[src/sv/bel_pkg.sv]
`default_nettype none

package bel_pkg;

    // Token kinds as they appear on the output.
    localparam logic [3:0] TK_END   = 4'd0;
    localparam logic [3:0] TK_ZERO  = 4'd1;
    localparam logic [3:0] TK_ONE   = 4'd2;
    localparam logic [3:0] TK_NUM   = 4'd3;
    localparam logic [3:0] TK_LP    = 4'd4;
    localparam logic [3:0] TK_RP    = 4'd5;
    localparam logic [3:0] TK_AND   = 4'd6;
    localparam logic [3:0] TK_OR    = 4'd7;
    localparam logic [3:0] TK_XOR   = 4'd8;
    localparam logic [3:0] TK_NOT   = 4'd9;
    localparam logic [3:0] TK_ERROR = 4'd10;

    // Lexer phases.
    localparam logic [2:0] PH_START = 3'd0;
    localparam logic [2:0] PH_NUM   = 3'd1;
    localparam logic [2:0] PH_Z     = 3'd2;
    localparam logic [2:0] PH_ZE    = 3'd3;
    localparam logic [2:0] PH_ZER   = 3'd4;
    localparam logic [2:0] PH_O     = 3'd5;
    localparam logic [2:0] PH_ON    = 3'd6;

    // Character codes.
    localparam logic [7:0] CH_NUL    = 8'h00;
    localparam logic [7:0] CH_TAB    = 8'h09;
    localparam logic [7:0] CH_LF     = 8'h0A;
    localparam logic [7:0] CH_SPACE  = 8'h20;
    localparam logic [7:0] CH_BANG   = 8'h21;
    localparam logic [7:0] CH_AMP    = 8'h26;
    localparam logic [7:0] CH_LPAREN = 8'h28;
    localparam logic [7:0] CH_RPAREN = 8'h29;
    localparam logic [7:0] CH_STAR   = 8'h2A;
    localparam logic [7:0] CH_PLUS   = 8'h2B;
    localparam logic [7:0] CH_DIG0   = 8'h30;
    localparam logic [7:0] CH_DIG9   = 8'h39;
    localparam logic [7:0] CH_CARET  = 8'h5E;
    localparam logic [7:0] CH_PIPE   = 8'h7C;
    localparam logic [7:0] CH_TILDE  = 8'h7E;
    localparam logic [7:0] CH_E_LO   = 8'h65;
    localparam logic [7:0] CH_E_UP   = 8'h45;
    localparam logic [7:0] CH_N_LO   = 8'h6E;
    localparam logic [7:0] CH_N_UP   = 8'h4E;
    localparam logic [7:0] CH_O_LO   = 8'h6F;
    localparam logic [7:0] CH_O_UP   = 8'h4F;
    localparam logic [7:0] CH_R_LO   = 8'h72;
    localparam logic [7:0] CH_R_UP   = 8'h52;
    localparam logic [7:0] CH_Z_LO   = 8'h7A;
    localparam logic [7:0] CH_Z_UP   = 8'h5A;

    localparam int LIT_W   = 32;
    localparam int TDATA_W = 40;

    // Result queue geometry.
    localparam int QUEUE_DEPTH = 4;
    localparam int QPTR_W      = 2;
    localparam int QCNT_W      = 3;

    typedef struct packed {
        logic [3:0]       kind;
        logic [LIT_W-1:0] lit;
        logic             last;
    } token_t;

endpackage

`default_nettype wire

[src/sv/boolean_expression_lexer.sv]
// Boolean expression lexer.
// Input stream (s_*): one word per character. s_tdata carries the character
// byte, s_tuser is 1 for the end-of-input mark (the byte is then ignored).
// Output stream (m_*): one word per token. m_tdata holds the token kind in
// bits 3:0 and the literal value in bits 35:4; m_tlast marks the final token
// caused by one input word.
// Each accepted character updates the lexer state in the same cycle and
// pushes zero, one or two tokens into a four-entry registered result queue,
// so a token reaches m_tvalid in the cycle after acceptance at the earliest.
// A character is taken every cycle while at least two queue entries are free,
// so the block runs at one character per cycle; a character that yields two
// tokens (a number closed by a symbol, NUL or end of input) sends them one
// after another, which the output port bounds. When the receiver stalls, the
// queue fills and s_tready drops once fewer than two entries are free.
// Reset puts the lexer in its start state and empties the queue.
`default_nettype none

module boolean_expression_lexer #(
    parameter int ID_WIDTH = 32
) (
    input  wire logic                        clk,
    input  wire logic                        rst_n,
    input  wire logic                        s_tvalid,
    output logic                             s_tready,
    input  wire logic [7:0]                  s_tdata,  // char_code
    input  wire logic                        s_tuser,  // action
    output logic                             m_tvalid,
    input  wire logic                        m_tready,
    output logic [bel_pkg::TDATA_W-1:0]      m_tdata,  // token_kind, literal_id, zero pad
    output logic                             m_tlast
);

    import bel_pkg::*;

    localparam int SUM_W = ID_WIDTH + 4;

    logic [2:0]          phase_reg;
    logic [2:0]          phase_next;
    logic [ID_WIDTH-1:0] acc_reg;
    logic [ID_WIDTH-1:0] acc_next;

    token_t              queue_mem [QUEUE_DEPTH];
    logic [QPTR_W-1:0]   wr_ptr_reg;
    logic [QPTR_W-1:0]   wr_ptr_next;
    logic [QPTR_W-1:0]   rd_ptr_reg;
    logic [QPTR_W-1:0]   rd_ptr_next;
    logic [QCNT_W-1:0]   cnt_reg;
    logic [QCNT_W-1:0]   cnt_next;

    logic                s_fire;
    logic                m_fire;
    logic [7:0]          c;
    logic [3:0]          sym;
    logic                sym_hit;
    logic                is_blank;
    logic                is_digit;
    logic [3:0]          digit;
    logic [SUM_W-1:0]    sum;
    logic                overflow;
    logic [1:0]          n_tok;
    logic [3:0]          kind0;
    logic [LIT_W-1:0]    lit0;
    logic [3:0]          kind1;
    token_t              ent0;
    token_t              ent1;
    token_t              head;

    assign s_fire = s_tvalid && s_tready;
    assign m_fire = m_tvalid && m_tready;
    assign c      = s_tdata;

    always_comb
    begin
        unique case (c)
            CH_NUL:               sym = TK_END;
            CH_STAR, CH_AMP:      sym = TK_AND;
            CH_PLUS, CH_PIPE:     sym = TK_OR;
            CH_CARET:             sym = TK_XOR;
            CH_TILDE, CH_BANG:    sym = TK_NOT;
            CH_LPAREN:            sym = TK_LP;
            CH_RPAREN:            sym = TK_RP;
            default:              sym = TK_ERROR;
        endcase
    end

    assign sym_hit  = (sym != TK_ERROR);
    assign is_blank = (c == CH_SPACE) || (c == CH_TAB) || (c == CH_LF);
    assign is_digit = (c >= CH_DIG0) && (c <= CH_DIG9);
    assign digit    = 4'(c - CH_DIG0);

    // acc * 10 + digit; anything above the accumulator width is overflow.
    assign sum      = {1'b0, acc_reg, 3'b000} + {3'b000, acc_reg, 1'b0} + SUM_W'(digit);
    assign overflow = |sum[SUM_W-1:ID_WIDTH];

    always_comb
    begin
        phase_next = phase_reg;
        acc_next   = acc_reg;
        n_tok      = 2'd0;
        kind0      = TK_END;
        lit0       = '0;
        kind1      = TK_END;
        if (s_tuser)
        begin
            n_tok = 2'd1;
            if (phase_reg == PH_NUM)
            begin
                n_tok = 2'd2;
                kind0 = TK_NUM;
                lit0  = LIT_W'(acc_reg);
            end
            else if (phase_reg != PH_START)
            begin
                kind0 = TK_ERROR;
            end
            phase_next = PH_START;
            acc_next   = '0;
        end
        else
        begin
            unique case (phase_reg)
                PH_START:
                begin
                    if (sym_hit)
                    begin
                        n_tok = 2'd1;
                        kind0 = sym;
                    end
                    else if (is_digit)
                    begin
                        acc_next   = ID_WIDTH'(digit);
                        phase_next = PH_NUM;
                    end
                    else if ((c == CH_Z_LO) || (c == CH_Z_UP))
                    begin
                        phase_next = PH_Z;
                    end
                    else if ((c == CH_O_LO) || (c == CH_O_UP))
                    begin
                        phase_next = PH_O;
                    end
                    else if (!is_blank)
                    begin
                        n_tok = 2'd1;
                        kind0 = TK_ERROR;
                    end
                end
                PH_NUM:
                begin
                    if (is_digit && !overflow)
                    begin
                        acc_next = sum[ID_WIDTH-1:0];
                    end
                    else
                    begin
                        phase_next = PH_START;
                        acc_next   = '0;
                        n_tok      = 2'd1;
                        if (is_digit)
                        begin
                            kind0 = TK_ERROR;
                        end
                        else if (sym_hit || is_blank)
                        begin
                            kind0 = TK_NUM;
                            lit0  = LIT_W'(acc_reg);
                            if (sym_hit)
                            begin
                                n_tok = 2'd2;
                                kind1 = sym;
                            end
                        end
                        else
                        begin
                            kind0 = TK_ERROR;
                        end
                    end
                end
                PH_Z, PH_ZE, PH_O:
                begin
                    if ((phase_reg == PH_Z) && ((c == CH_E_LO) || (c == CH_E_UP)))
                    begin
                        phase_next = PH_ZE;
                    end
                    else if ((phase_reg == PH_ZE) && ((c == CH_R_LO) || (c == CH_R_UP)))
                    begin
                        phase_next = PH_ZER;
                    end
                    else if ((phase_reg == PH_O) && ((c == CH_N_LO) || (c == CH_N_UP)))
                    begin
                        phase_next = PH_ON;
                    end
                    else
                    begin
                        phase_next = PH_START;
                        n_tok      = 2'd1;
                        kind0      = TK_ERROR;
                    end
                end
                PH_ZER, PH_ON:
                begin
                    phase_next = PH_START;
                    n_tok      = 2'd1;
                    if ((phase_reg == PH_ZER) && ((c == CH_O_LO) || (c == CH_O_UP)))
                    begin
                        kind0 = TK_ZERO;
                    end
                    else if ((phase_reg == PH_ON) && ((c == CH_E_LO) || (c == CH_E_UP)))
                    begin
                        kind0 = TK_ONE;
                    end
                    else
                    begin
                        kind0 = TK_ERROR;
                    end
                end
                default:
                begin
                    phase_next = PH_START;
                    acc_next   = '0;
                    n_tok      = 2'd1;
                    kind0      = TK_ERROR;
                end
            endcase
        end
    end

    always_comb
    begin
        ent0.kind = kind0;
        ent0.lit  = lit0;
        ent0.last = (n_tok == 2'd1);
        ent1.kind = kind1;
        ent1.lit  = '0;
        ent1.last = 1'b1;
    end

    // Two free entries guarantee room for the largest token burst.
    assign s_tready = (cnt_reg <= QCNT_W'(QUEUE_DEPTH - 2));

    always_comb
    begin
        wr_ptr_next = wr_ptr_reg;
        cnt_next    = cnt_reg;
        rd_ptr_next = rd_ptr_reg;
        if (s_fire)
        begin
            wr_ptr_next = wr_ptr_reg + QPTR_W'(n_tok);
            cnt_next    = cnt_next + QCNT_W'(n_tok);
        end
        if (m_fire)
        begin
            rd_ptr_next = rd_ptr_reg + QPTR_W'(1);
            cnt_next    = cnt_next - QCNT_W'(1);
        end
    end

    always_ff @(posedge clk or negedge rst_n)
    begin
        if (!rst_n)
        begin
            phase_reg  <= PH_START;
            acc_reg    <= '0;
            wr_ptr_reg <= '0;
            rd_ptr_reg <= '0;
            cnt_reg    <= '0;
        end
        else
        begin
            if (s_fire)
            begin
                phase_reg <= phase_next;
                acc_reg   <= acc_next;
            end
            wr_ptr_reg <= wr_ptr_next;
            rd_ptr_reg <= rd_ptr_next;
            cnt_reg    <= cnt_next;
        end
    end

    always_ff @(posedge clk)
    begin
        if (s_fire && (n_tok != 2'd0))
        begin
            queue_mem[wr_ptr_reg] <= ent0;
        end
        if (s_fire && (n_tok == 2'd2))
        begin
            queue_mem[wr_ptr_reg + QPTR_W'(1)] <= ent1;
        end
    end

    assign head     = queue_mem[rd_ptr_reg];
    assign m_tvalid = (cnt_reg != '0);
    assign m_tdata  = {(TDATA_W - LIT_W - 4)'(0), head.lit, head.kind};
    assign m_tlast  = head.last;

`ifndef SYNTHESIS
    a_queue_bound: assert property (@(posedge clk) disable iff (!rst_n)
        cnt_reg <= QCNT_W'(QUEUE_DEPTH))
        else $error("result queue count above depth");

    a_end_is_last: assert property (@(posedge clk) disable iff (!rst_n)
        (m_tvalid && ((m_tdata[3:0] == TK_END) || (m_tdata[3:0] == TK_ERROR))) |-> m_tlast)
        else $error("END or ERROR token not marked last");

    a_lit_only_num: assert property (@(posedge clk) disable iff (!rst_n)
        (m_tvalid && (m_tdata[3:0] != TK_NUM)) |-> (m_tdata[35:4] == '0))
        else $error("literal set on a non-number token");

    a_end_resets: assert property (@(posedge clk) disable iff (!rst_n)
        (s_fire && s_tuser) |=> (phase_reg == PH_START))
        else $error("lexer not back at start after end of input");
`endif

endmodule

`default_nettype wire
[config.mk]
export PLATFORM = sky130hd
export DESIGN_NAME = boolean_expression_lexer
export DESIGN_NICKNAME = d
export VERILOG_FILES = /design/src/sv/bel_pkg.sv /design/src/sv/boolean_expression_lexer.sv
export SDC_FILE = /design/constraint.sdc
export NUM_CORES = 1
export LEC_CHECK = 0
export ABC_AREA = 1
export BUFFER_PORTS_ARGS = -buffer_cell sky130_fd_sc_hd__buf_2
export CORE_ASPECT_RATIO = 1.2
export CORE_MARGIN = 3
export CORE_UTILIZATION = 45
export CTS_CLUSTER_DIAMETER = 120
export DETAILED_ROUTE_END_ITERATION = 7
export SETUP_SLACK_MARGIN = 0.02
export SYNTH_ARGS = -nofsm -noshare
export SYNTH_HDL_FRONTEND = slang
export SYNTH_SLANG_ARGS = --single-unit
[constraint.sdc]
create_clock -name clk -period 5 [get_ports clk]
set_clock_uncertainty 0.2 [all_clocks]
set_input_delay 1 -clock clk [delete_from_list [all_inputs] [get_ports clk]]
set_output_delay 1 -clock clk [all_outputs]
set_load 0.05 [all_outputs]
; ---- Yosys cells after proc, flatten, opt, wreduce, memory -nomap -nowiden
; Memory sizes are Yosys's and may differ from the RTL's.
; Index checks and enable logic that the tools add are counted.
[totals]
ram_bits = 148
memories = 1
register_bits = 42
input_bits = 13
elab_cells = 153
[memory_table]
columns = name, depth, word_bits, read_ports, rd_ports_with_merged_regs, write_ports, line_no
row1 = queue_mem, 4, 37, 1, 0, 2, boolean_expression_lexer.sv:42  ; token_t queue_mem [QUEUE_DEPTH];
[classes]
n_addsub = 8
reduce_logical = 34
n_eq_ne = 36
muxes = 66
order_cmp = 3
[ops]
columns = operator, count
row1 = 32-bit two-way mux, 10
row2 = "8-bit by 7-bit == test with 1-bit output, second input constant", 13
row3 = 32-bit one-hot mux with 3 select lines, 1
row4 = 4-bit two-way mux, 22
row5 = "8-bit by 6-bit == test with 1-bit output, second input constant", 7
row6 = 35-bit by 33-bit adder with 36-bit output, 1
row7 = 36-bit by 4-bit adder with 36-bit output, 1
row8 = 3-bit two-way mux, 11
row9 = 4-bit one-hot mux with 7 select lines, 1
row10 = "8-bit by 4-bit == test with 1-bit output, second input constant", 2
row11 = 4-bit one-hot mux with 4 select lines, 1
row12 = 1-bit two-way mux, 12
row13 = 2-bit two-way mux, 6
row14 = 1-bit logical AND, 11
row15 = "3-bit == test, second input constant", 3
row16 = "3-bit != test, second input constant", 3
row17 = 3-bit one-hot mux with 3 select lines, 1
row18 = "8-bit by 6-bit >= comparator with 1-bit output, second input constant", 1
row19 = "8-bit by 6-bit <= comparator with 1-bit output, second input constant", 1
row20 = 8-bit logical NOT, 1
row21 = 1-bit logical OR, 8
row22 = 4-bit AND reduction, 2
row23 = 2-bit OR reduction, 4
row24 = "3-bit by 2-bit == test with 1-bit output, second input constant", 2
row25 = 20 further kinds, 22

; ---- Logic depth before layout (Yosys ltp)
[depth]
depth_word = 14
ltp_mapped = 27
mapped_depth_nobuf = 26

; ---- Least setup slack after synthesis
; No wires, ideal clock.
[synth_timing]
path_type = input to register
start = input port s_tdata[3]
end = register cnt_reg[2]
path_slack_ns = 0.148
setup_time_ns = 0.118
path_stages = 27
t_arrival_ns = 4.534
cell_sequence = buf_4 inv_1 fa_1 inv_1 fa_1 nand2_1 nand2_1 nand3_1 nand2_1 nand2_1 nand2_2 nand2_1 nand2_1 nand2_1 nand2_1 nand2_1 inv_2 nand2_4 nand3_4 a21oi_1 ha_1 fa_1 mux2i_1 ha_1 nand3_1 xor2_1 inv_1
[synth_via]
elab_chain_len = 14
elab_cells_between_ends = 65
classes_between = add/sub: 4 / order compare: 2 / eq/ne: 23 / mux: 17 / reduce/logical: 19
[synth_rtl]
columns = element, line_no
row1 = "start, declared", boolean_expression_lexer.sv:25  ; input wire logic [7:0] s_tdata,
row2 = branches (longest 8 deep; another with 36-bit by 4-bit adder with 36-bit output), -
row3 = 2-bit one-hot mux with 3 select lines (*), boolean_expression_lexer.sv:121  ; unique case (phase_reg)
row4 = 2-bit two-way mux (*), boolean_expression_lexer.sv:103  ; if (s_tuser)
row5 = 3-bit by 2-bit adder with 3-bit output (*), boolean_expression_lexer.sv:249  ; cnt_next = cnt_next + QCNT_W'(n_tok);
row6 = 3-bit two-way mux (*), boolean_expression_lexer.sv:246  ; if (s_fire)
row7 = 3-bit by 1-bit subtractor with 3-bit output, boolean_expression_lexer.sv:254  ; cnt_next = cnt_next - QCNT_W'(1);
row8 = 3-bit two-way mux (*), boolean_expression_lexer.sv:251  ; if (m_fire)
row9 = named net cnt_next[2], boolean_expression_lexer.sv:48  ; logic [QCNT_W-1:0] cnt_next;
row10 = "end signal, assigned", boolean_expression_lexer.sv:277  ; cnt_reg <= cnt_next;
row11 = "end, declared", boolean_expression_lexer.sv:47  ; logic [QCNT_W-1:0] cnt_reg;
; Mark *: on every way through the listed nets, which the timed path passes.
; A chain may end at the register's enable or synchronous reset.

; ---- Final worst setup path
; Ends and elaborated chain as after synthesis.

==> impl_metrics.env <==
export IMPL_outcome="complete, no violations"
export IMPL_grt_pass1_wl_um=59800
export IMPL_cp_arrival_ns=4.62
export IMPL_first_global_vias=11600
export IMPL_grt_antenna_before_repair=0
export IMPL_placed_cell_count=2376
export IMPL_synth_warnings=0
export IMPL_clock_sinks=190
export IMPL_power_per_cell_area_nw_per_um2=612
export IMPL_synth_mux_area_share_pct=0.152
export IMPL_gp_congestion=0.889
export IMPL_synth_edff_count=16
export IMPL_min_delay_path_depth=2
export IMPL_cts_tree="done"
export IMPL_largest_register_ffs=148
export IMPL_dpl_hpwl_um=24500
export IMPL_xor_xnor_share_of_the_synthesized_area_pct=2.13
export IMPL_critical_path_peak_fanout=4
export IMPL_overall_power_uw=8720
export IMPL_p_leak_uw=0.00832
export IMPL_finalCriticalPeriod_ns=4.48
export IMPL_preCtsSetupSlack_ns=0.0322
export IMPL_tritoncts_num_buffers=17
export IMPL_placeableCoreArea_um2=28300
export IMPL_holdBufCountCts=0
export IMPL_postSynthAreaPerCell_um2=6.52
export IMPL_drt_iter0_markers=778
export IMPL_global_route_overflow_total=0
export IMPL_critPathRequiredTime_ns=5.14
export IMPL_floorplan_initialDensity_pct=46.4
export IMPL_num_vias=12400
export IMPL_unrepaired_setup_endpoints_after_global_routing="false"
export IMPL_ff2ff_path_depth=24
export IMPL_placement_rows=67
export IMPL_netlist_cell_type_count=49
export IMPL_fin_util_pct=50.3
export IMPL_antenna_cells_inserted=0
export IMPL_synth_top_family_by_area="simple AND/OR/NAND/NOR gates"
export IMPL_synth_simple_gate_area_share_pct=33.0
export IMPL_worst_ir_drop_vdd_uv=364
export IMPL_max_slew_margin_pct=30.3
export IMPL_timing_final_ws_setup_ns=0.518
export IMPL_dieArea_um2=31300
export IMPL_worstSetupPathType="input pin to register"
export IMPL_worstSkewPairLatency_ns=0.44
export IMPL_synth_cell_area_um2=13100
export IMPL_instances_no_fill=2408
export IMPL_fmax_ghz=0.223
export IMPL_cts_resized=0
export IMPL_cts_root_to_sink_buffers=2
export IMPL_ys_async_rst_share_pct=22.1
export IMPL_design_final_nets=2098
export IMPL_synth_compound_gate_area_share_pct=11.5
export IMPL_setup_viol=0
export IMPL_drcViolationCount=0
export IMPL_fillerInstances=2977
export IMPL_layout_commonest_cell="sky130_fd_sc_hd__nand2_1"
export IMPL_synthesis_instances=2017
export IMPL_ios=56
export IMPL_setup_reg_to_reg_worst_slack_ns=0.71
export IMPL_synthToLayoutAreaGrowth_pct=8.48
export IMPL_clk_transition_reported_paths_ns=0.07
export IMPL_drt_pre_antenna_iters=5
export IMPL_die_w_um=162
export IMPL_critical_path_startpoint_category="input pin"
export IMPL_layout_drive_gt1_share_pct=9.71
export IMPL_drv_cap=0
export IMPL_setup_total_negative_slack_ns=0
export IMPL_worst_r2r_startpoint="acc_reg[0]"
export IMPL_die_h_um=193
export IMPL_ctsHtreeMaxLevel=4
export IMPL_wl_um=36400
export IMPL_period_share_pct=89.6
export IMPL_routed_len_inst_um=15.1
export IMPL_avgViaCountPerCell=5.13
export IMPL_cts_root_buf="sky130_fd_sc_hd__clkbuf_16"
export IMPL_grt_util_all_layers_pct=23.2
export IMPL_grt_max_degree=129
export IMPL_worst_hold_path_endpoint="queue_mem[1][0]"
export IMPL_post_synth_fa_ha_maj_area_fraction_pct=6.74
export IMPL_synth_seq_area_share_pct=31.8
export IMPL_min_delay_start="queue_mem[1][0]"
export IMPL_ys_ff_latch=190
export IMPL_report_final_slew_viol_count=0
export IMPL_cts_setup_buffers=0
export IMPL_critical_path_endpoint_type="register"
export IMPL_min_delay_path_class="register to register"
export IMPL_critical_path_reg2reg_endpoint="cnt_reg[2]"
export IMPL_post_synth_top_flop="sky130_fd_sc_hd__dfxtp_1"
export IMPL_final_hold_violation_count=0
export IMPL_port_buffers=51
export IMPL_most_common_layout_cells="516 x sky130_fd_sc_hd__nand2_1, 329 x sky130_fd_sc_hd__inv_1, 201 x sky130_fd_sc_hd__nor2_1"
export IMPL_timing_worst_slew_pin_value_ns=1.05
export IMPL_drtAntennaViolNets=0
cells by family after synthesis:
kind of cell    Yosys count
compound gates          271
xor+xnor                 32
fa+ha+maj                69
buf+inv                 472
flops                   190
mux                       2
other cells               1
simple gates            980
cell usage after synthesis (21+ instances only):
cell | n | area, um2
sky130_fd_sc_hd__dfrtp_1 | 42 | 1050
sky130_fd_sc_hd__dfxtp_1 | 132 | 2640
sky130_fd_sc_hd__ha_1 | 66 | 826
sky130_fd_sc_hd__nand2_1 | 516 | 1940
sky130_fd_sc_hd__buf_2 | 24 | 120
sky130_fd_sc_hd__o21ai_2 | 21 | 184
sky130_fd_sc_hd__inv_1 | 330 | 1240
sky130_fd_sc_hd__clkbuf_1 | 66 | 248
sky130_fd_sc_hd__nand3_1 | 67 | 335
sky130_fd_sc_hd__o21ai_0 | 68 | 340
sky130_fd_sc_hd__nand4_1 | 147 | 920
sky130_fd_sc_hd__inv_2 | 25 | 93.8
sky130_fd_sc_hd__nor2_1 | 205 | 769
sky130_fd_sc_hd__a21oi_1 | 141 | 706
per-stage QoR:
step	hold WS (ns)	area [um2]
2_1_floorplan	0.224	13200
3_3_place_gp	0.235	13700
3_5_place_dp	0.237	13700
4_1_cts	0.254	14300
5_1_grt	0.292	14300
6_report	0.258	14300
area by class of cell:
class                      instances  area, um2  share of cell area (%)
clock inverter                     9       80.1                   0.562
sequential                       190       4170                    29.3
inverter                         360       1350                    9.50
clock buffer                      23        510                    3.58
timing repair buffer              89        603                    4.23
multi-input combinational       1358       7060                    49.5
tap                              379        474                    3.33
layer usage:
layer	vias to the layer above	part of all wire [%]	wire, um	GRT usage [%]
li1	6420	-	-	-
met1	5629	47	17000	31.6
met2	263	48	17300	39.0
met3	53	3.8	1390	2.67
met4	0	1.8	661	6.13
met5	-	0	0	0
critical path, cell delays in order:
cell	delay, ns
sky130_fd_sc_hd__buf_2	0.09
sky130_fd_sc_hd__inv_1	0.06
sky130_fd_sc_hd__fa_1	0.53
sky130_fd_sc_hd__inv_1	0.07
sky130_fd_sc_hd__fa_1	0.46
sky130_fd_sc_hd__nand2_1	0.08
sky130_fd_sc_hd__nand2_1	0.09
sky130_fd_sc_hd__nand3b_1	0.11
sky130_fd_sc_hd__nand2_1	0.07
sky130_fd_sc_hd__nand2_1	0.07
sky130_fd_sc_hd__nand2_2	0.09
sky130_fd_sc_hd__nand2_1	0.09
sky130_fd_sc_hd__nand3_1	0.07
sky130_fd_sc_hd__nand2_1	0.09
sky130_fd_sc_hd__nor2_2	0.05
sky130_fd_sc_hd__nand2_4	0.10
sky130_fd_sc_hd__nand3_4	0.07
sky130_fd_sc_hd__a21oi_1	0.21
sky130_fd_sc_hd__ha_1	0.20
sky130_fd_sc_hd__fa_1	0.40
sky130_fd_sc_hd__mux2i_1	0.18
sky130_fd_sc_hd__ha_1	0.17
sky130_fd_sc_hd__nand3_1	0.09
sky130_fd_sc_hd__xor2_1	0.15
sky130_fd_sc_hd__inv_1	0.06
worst max-delay path by stage:
stage,start,to,depth (start not counted)
after global routing,s_tdata[3],cnt_reg[2],27
after CTS,s_tdata[3],cnt_reg[2],25
after detailed placement,s_tdata[3],cnt_reg[2],25
after global placement,s_tdata[3],cnt_reg[2],27
final,s_tdata[3],cnt_reg[2],25
after floorplan,s_tdata[3],cnt_reg[2],27
where the power goes:
group | leakage (uW) | internal (uW) | switching (uW) | total, uW
clock | 0.000293 | 771 | 624 | 1400
sequential | 0.00183 | 2210 | 315 | 2520
combinational | 0.00619 | 1320 | 3490 | 4810
total | 0.00832 | 4300 | 4420 | 8720
Note: power is estimated with default switching activity, not from simulation.
